[config.mk]
export PLATFORM = sky130hd
export DESIGN_NAME = smx_ctrl
export DESIGN_NICKNAME = d
export VERILOG_FILES = /design/src/design/smx_pkg.sv /design/src/design/smx_ctrl.sv
export SDC_FILE = /design/constraint.sdc
export NUM_CORES = 1
export LEC_CHECK = 0
export ABC_AREA = 1
export BUFFER_PORTS_ARGS = -buffer_cell sky130_fd_sc_hd__buf_2
export CELL_PAD_IN_SITES_DETAIL_PLACEMENT = 1
export CELL_PAD_IN_SITES_GLOBAL_PLACEMENT = 1
export CORE_AREA = 8 8 45 47
export DETAILED_ROUTE_END_ITERATION = 8
export DIE_AREA = 0 0 53 55
export PLACE_DENSITY_LB_ADDON = 0.15
export SYNTH_ARGS = -nofsm -noshare
export SYNTH_HDL_FRONTEND = slang
export SYNTH_SLANG_ARGS = --single-unit
[constraint.sdc]
create_clock -name clk_i -period 1.4 [get_ports clk_i]
set_input_delay 0.14 -clock clk_i [delete_from_list [all_inputs] [get_ports clk_i]]
set_output_delay 0.14 -clock clk_i [all_outputs]
set_load 0.01 [all_outputs]
[src/design/smx_pkg.sv]
`timescale 1ns / 1ps
// ----------------------------------------------------------------------------
// Stack machine execute package
// Shared opcodes, status codes, request and response types, and the
// command and status groups that join the controller to the datapath.
// ----------------------------------------------------------------------------
package smx_pkg;

  // Default sizes for the top level parameters.
  localparam int unsigned STACK_DEPTH_DEF = 256;
  localparam int unsigned PC_WIDTH_DEF    = 16;

  // Instruction opcodes.
  localparam logic [3:0] OP_PUSH       = 4'd0;
  localparam logic [3:0] OP_POP        = 4'd1;
  localparam logic [3:0] OP_SWAP       = 4'd2;
  localparam logic [3:0] OP_PRINTSTACK = 4'd3;
  localparam logic [3:0] OP_DUP        = 4'd4;
  localparam logic [3:0] OP_GET        = 4'd5;
  localparam logic [3:0] OP_PRINT      = 4'd6;
  localparam logic [3:0] OP_BTRUE      = 4'd7;
  localparam logic [3:0] OP_CMPI       = 4'd8;
  localparam logic [3:0] OP_HALT       = 4'd9;
  localparam logic [3:0] OP_ADD        = 4'd10;
  localparam logic [3:0] OP_SUB        = 4'd11;
  localparam logic [3:0] OP_MULT       = 4'd12;
  localparam logic [3:0] OP_NOT        = 4'd13;

  // Result status codes.
  localparam logic [2:0] ST_OK      = 3'd0;
  localparam logic [2:0] ST_UNDER   = 3'd1;
  localparam logic [2:0] ST_HALT    = 3'd2;
  localparam logic [2:0] ST_ILLEGAL = 3'd3;
  localparam logic [2:0] ST_OVER    = 3'd4;

  // One instruction request.
  typedef struct packed {
    logic        [3:0]  action;
    logic signed [31:0] immediate;
    logic signed [31:0] entered_value;
  } req_t;

  // One instruction result.
  typedef struct packed {
    logic        [15:0] next_pc;
    logic        [2:0]  status;
    logic               print_valid;
    logic signed [31:0] print_value;
  } rsp_t;

  // Commands from the controller to the datapath.
  typedef struct packed {
    logic       capture;  // latch the request operands
    logic       commit;   // execute and write back
    logic [3:0] op;
    logic [2:0] status;
  } cmd_t;

  // Stack depth flags from the datapath to the controller.
  typedef struct packed {
    logic ge1;
    logic ge2;
    logic full;
  } dp_status_t;

endpackage

[src/design/smx_ctrl.sv]
`timescale 1ns / 1ps
// ----------------------------------------------------------------------------
// Stack machine controller
// Sequences each request through operand fetch and execution, decodes the
// opcode and decides the status from the stack depth flags.
// ----------------------------------------------------------------------------
module smx_ctrl (
  input  logic              clk_i,
  input  logic              rst_ni,
  input  logic              start_i,
  input  logic [3:0]        action_i,
  input  smx_pkg::dp_status_t stat_i,
  output logic              busy_o,
  output smx_pkg::cmd_t     cmd_o
);
  import smx_pkg::*;

  localparam logic S_IDLE = 1'b0;
  localparam logic S_EXEC = 1'b1;

  logic       state_q, state_d;
  logic [3:0] op_q, op_d;
  logic       accept;
  logic       need1, need2, grow, illegal;
  logic [2:0] status;

  assign busy_o = (state_q == S_EXEC);
  assign accept = start_i && !busy_o;

  // State sequence: a request is taken in idle and executes in the next cycle.
  always_comb begin
    state_d = state_q;
    op_d    = op_q;
    unique case (state_q)
      S_IDLE: begin
        if (accept) begin
          state_d = S_EXEC;
          op_d    = action_i;
        end
      end
      S_EXEC: begin
        state_d = S_IDLE;
      end
      default: begin
        state_d = S_IDLE;
      end
    endcase
  end

  always_ff @(posedge clk_i or negedge rst_ni) begin
    if (!rst_ni) begin
      state_q <= S_IDLE;
      op_q    <= OP_PUSH;
    end else begin
      state_q <= state_d;
      op_q    <= op_d;
    end
  end

  // Opcode decode: operands needed, stack growth and illegal opcodes.
  always_comb begin
    need1   = 1'b0;
    need2   = 1'b0;
    grow    = 1'b0;
    illegal = 1'b0;
    unique case (op_q) inside
      OP_PUSH, OP_GET: begin
        grow = 1'b1;
      end
      OP_DUP, OP_CMPI: begin
        need1 = 1'b1;
        grow  = 1'b1;
      end
      OP_POP, OP_PRINTSTACK, OP_PRINT, OP_BTRUE, OP_NOT: begin
        need1 = 1'b1;
      end
      OP_SWAP, OP_ADD, OP_SUB, OP_MULT: begin
        need2 = 1'b1;
      end
      OP_HALT: begin
        grow = 1'b0;
      end
      default: begin
        illegal = 1'b1;
      end
    endcase
  end

  // Status decision in priority order.
  always_comb begin
    if (illegal) begin
      status = ST_ILLEGAL;
    end else if (op_q == OP_HALT) begin
      status = ST_HALT;
    end else if ((need1 && !stat_i.ge1) || (need2 && !stat_i.ge2)) begin
      status = ST_UNDER;
    end else if (grow && stat_i.full) begin
      status = ST_OVER;
    end else begin
      status = ST_OK;
    end
  end

  assign cmd_o.capture = accept;
  assign cmd_o.commit  = (state_q == S_EXEC);
  assign cmd_o.op      = op_q;
  assign cmd_o.status  = status;

  // An accepted request executes in the very next cycle.
  a_accept_exec: assert property (@(posedge clk_i) disable iff (!rst_ni)
    accept |=> cmd_o.commit)
    else $error("accepted request did not execute next cycle");

  // Execution lasts a single cycle.
  a_commit_once: assert property (@(posedge clk_i) disable iff (!rst_ni)
    cmd_o.commit |=> !cmd_o.commit)
    else $error("execution held for more than one cycle");

endmodule

==> results.sh <==
export IMPL_sequentialPowerShare_pct=34.7
export IMPL_drv_cap=0
export IMPL_fp_dieW_um=53
export IMPL_fin_area_sq_um=495
export IMPL_via_per_inst=4.34
export IMPL_crit_buf_inv=2
export IMPL_dp_hpwl_um=751
export IMPL_first_pass_iters=2
export IMPL_clockPowerShare_pct=29.6
export IMPL_synth_warnings=0
export IMPL_port_buffers=19
export IMPL_die_h_um=55
export IMPL_crit_family="flip-flops"
export IMPL_final_setup_worst_slack_ns=-0.0611
export IMPL_layout_common_cells="19 x buf_2, 10 x nand2_1, 4 x o21ai_0, 4 x buf_4"
export IMPL_hold_ws_ns=0.106
export IMPL_drive_gt1_share_pct=62.1
export IMPL_p_switching_w=0.000189
export IMPL_syn_to_final_growth_pct=52.9
export IMPL_cp_end_kind="primary output"
export IMPL_synth_cell_type_count=15
export IMPL_core_area_sq_um=1380
export IMPL_placed_area_sq_um=424
export IMPL_die_area_sq_um=2920
export IMPL_synth_compound_area_share_pct=11.6
export IMPL_routabilityCongestion=0.666
export IMPL_grt_overflow_total=0
export IMPL_htreeDepth=1
export IMPL_required_ns=1.26
export IMPL_grt_pass1_vias=357
export IMPL_violations="setup timing"
export IMPL_grt_max_degree=10
export IMPL_root_buffer="clkbuf_4"
export IMPL_numCtsBuffers=3
export IMPL_avgSynthCellArea_sq_um=8.10
export IMPL_drc_errors=0
export IMPL_fmaxAchievable_mhz=684
export IMPL_drt_initial_drc_count=1
export IMPL_maxSlewViolCount=0
export IMPL_peakVddDrop_mv=0.529
export IMPL_p_int_w=0.000364
export IMPL_holdPathStages=3
export IMPL_arrival_ns=1.32
export IMPL_final_cells=82
export IMPL_rr_startpoint="busy_o"
export IMPL_r2r_end="op_q[3]"
export IMPL_hold_start="action_i[2]"
export IMPL_synthSimpleGateAreaFrac_pct=34.7
export IMPL_swShare_pct=34.2
export IMPL_cts_path_max_buffers=2
export IMPL_r2r_cells=2
export IMPL_antenna_left=0
export IMPL_ios=20
export IMPL_worst_slew_pin_slew_ns=0.197
export IMPL_critical_path_class="flop to primary output"
export IMPL_routedWlPerCell_um=11.6
export IMPL_syn_nets=50
export IMPL_antenna_cells=0
export IMPL_maxSlewHeadroom_pct=86.8
export IMPL_synth_area_mux_share_pct=3.47
export IMPL_worst_hold_path_endpoint="op_q[2]"
export IMPL_timing_final_crit_share_pct=104
export IMPL_ys_seq_elements=5
export IMPL_status="finished with violations"
export IMPL_layout_min_cycle_time_ns=1.46
export IMPL_finalSetupViolCount=2
export IMPL_initial_core_util_pct=23.4
export IMPL_r2r_slack_ns=0.31
export IMPL_critPathMaxFanout=5
export IMPL_mostFrequentLayoutCell="buf_2"
export IMPL_p_comb_share_pct=35.7
export IMPL_grt_antenna_before_repair=0
export IMPL_finClkSkew_ns=0.00585
export IMPL_synthAdderAreaFrac_pct=0
export IMPL_grt_use_total_pct=6.76
export IMPL_hold_path_class="input pin to flop"
export IMPL_drt_wl_total_um=948
export IMPL_synth_top_family_by_area="simple AND/OR/NAND/NOR gates"
export IMPL_seq_area_frac_synth_pct=38.6
export IMPL_clk_latency_ns=0.24
export IMPL_crit_cells=8
export IMPL_slowest_stage="dfrtp_2"
export IMPL_worst_setup_path_start_kind="flop"
export IMPL_syn_inst=40
export IMPL_synthXorXnorAreaFrac_pct=0
export IMPL_power_leakage_nw=0.274
export IMPL_grt_first_pass_wirelength_mm=1.50
export IMPL_dp_cells=73
export IMPL_rows=14
export IMPL_nets=77
export IMPL_clock_sinks=5
export IMPL_cts_tree="yes"
export IMPL_tns_ns=-0.105
export IMPL_final_hold_violation_count=0
export IMPL_crit_chain="buf_4, nand3_2, nand2_1, nand2_1, nand3_2, nand2_2, nor2_2, buf_2"
export IMPL_cpPeakStageDelay_ns=0.44
export IMPL_clk_pin_slew_worst_paths_ns=0.05
export IMPL_netlist_area_sq_um=324
export IMPL_p_per_area_nw_per_um2=1120
export IMPL_rsz0062_at_grt="yes"
export IMPL_vias=356
export IMPL_power_w=0.000554
synth_stat cells, drive strengths merged:
master,instances,area share (%)
nand3,4,11
dfrtp,5,39
nor2,2,5.4
inv,6,6.9
a21oi,1,1.5
o21ai,4,6.2
o211ai,1,3.9
nand4,1,1.9
buf,2,4.6
nand2,13,17
mux2,1,3.5
how the worst max path moves through the flow:
| stage | slack (ns) | from | to |
|---|---|---|---|
| 4_1_cts | -0.03 | op_q[2] | cmd_o[2] |
| 5_1_grt | -0.13 | op_q[2] | cmd_o[2] |
| 3_5_place_dp | 0.21 | op_q[2] | cmd_o[2] |
| 3_3_place_gp | 0.21 | op_q[3] | cmd_o[2] |
| 2_1_floorplan | 0.31 | op_q[1] | cmd_o[2] |
| 6_report | -0.06 | op_q[2] | cmd_o[2] |
power by group through the flow:
stage | Sequential, W | Clock [W] | Combinational (W)
floorplan | 0.000198 | 0 | 0.000102
global placement | 0.000193 | 0 | 0.000172
detailed placement | 0.000194 | 0 | 0.000173
CTS | 0.000193 | 0.000170 | 0.000188
global route | 0.000195 | 0.000177 | 0.000223
finish | 0.000192 | 0.000164 | 0.000198
through the flow:
stage                     utilization [%]  worst slack, ns
final                                35.8          -0.0611
after detailed placement             30.7            0.207
after global placement               30.7            0.210
after global routing                 35.8           -0.126
after floorplan                         -            0.313
after CTS                            34.5          -0.0305
flip-flops by register name, indices dropped and copies added, names as in the netlist:
register / flops
busy_o: 1
op_q: 4
logic make-up after synthesis:
group / Yosys count
buf+inv: 8
flops: 5
simple gates: 20
compound gates: 6
mux: 1
final cells by class:
class / count / area [sq um]
clock buffer: 4 / 26.3
multi-input combinational: 27 / 164
fill: 180 / 888
tap: 16 / 20.0
timing repair buffer: 24 / 135
inverter: 6 / 22.5
sequential: 5 / 128
worst register-to-register path: stages (launching register included):
cell and delay, ns:
dfrtp_1 0.40, nor2_4 0.21, mux2_2 0.35
routing by layer:
metal	share of wire, %	wire (um)	up-vias	GRT usage (%)
li1	-	-	181	-
met1	38	362	161	7.25
met2	49	468	14	10.9
met3	12	117	0	4.55
met4	0	0	0	1.29
met5	0	0	-	0
timing repair:
| item | 4_1_cts | 5_1_grt |
|---|---|---|
| setup endpoints to repair | 2 | 3 |
| pin swaps | 0 | 1 |
| endpoints found under the hold margin | 5 | 0 |
| hold buffers | 1 | 0 |
| gates resized for setup | 2 | 1 |
| setup buffers | 2 | 2 |
Power figures use the tool's default switching activity.
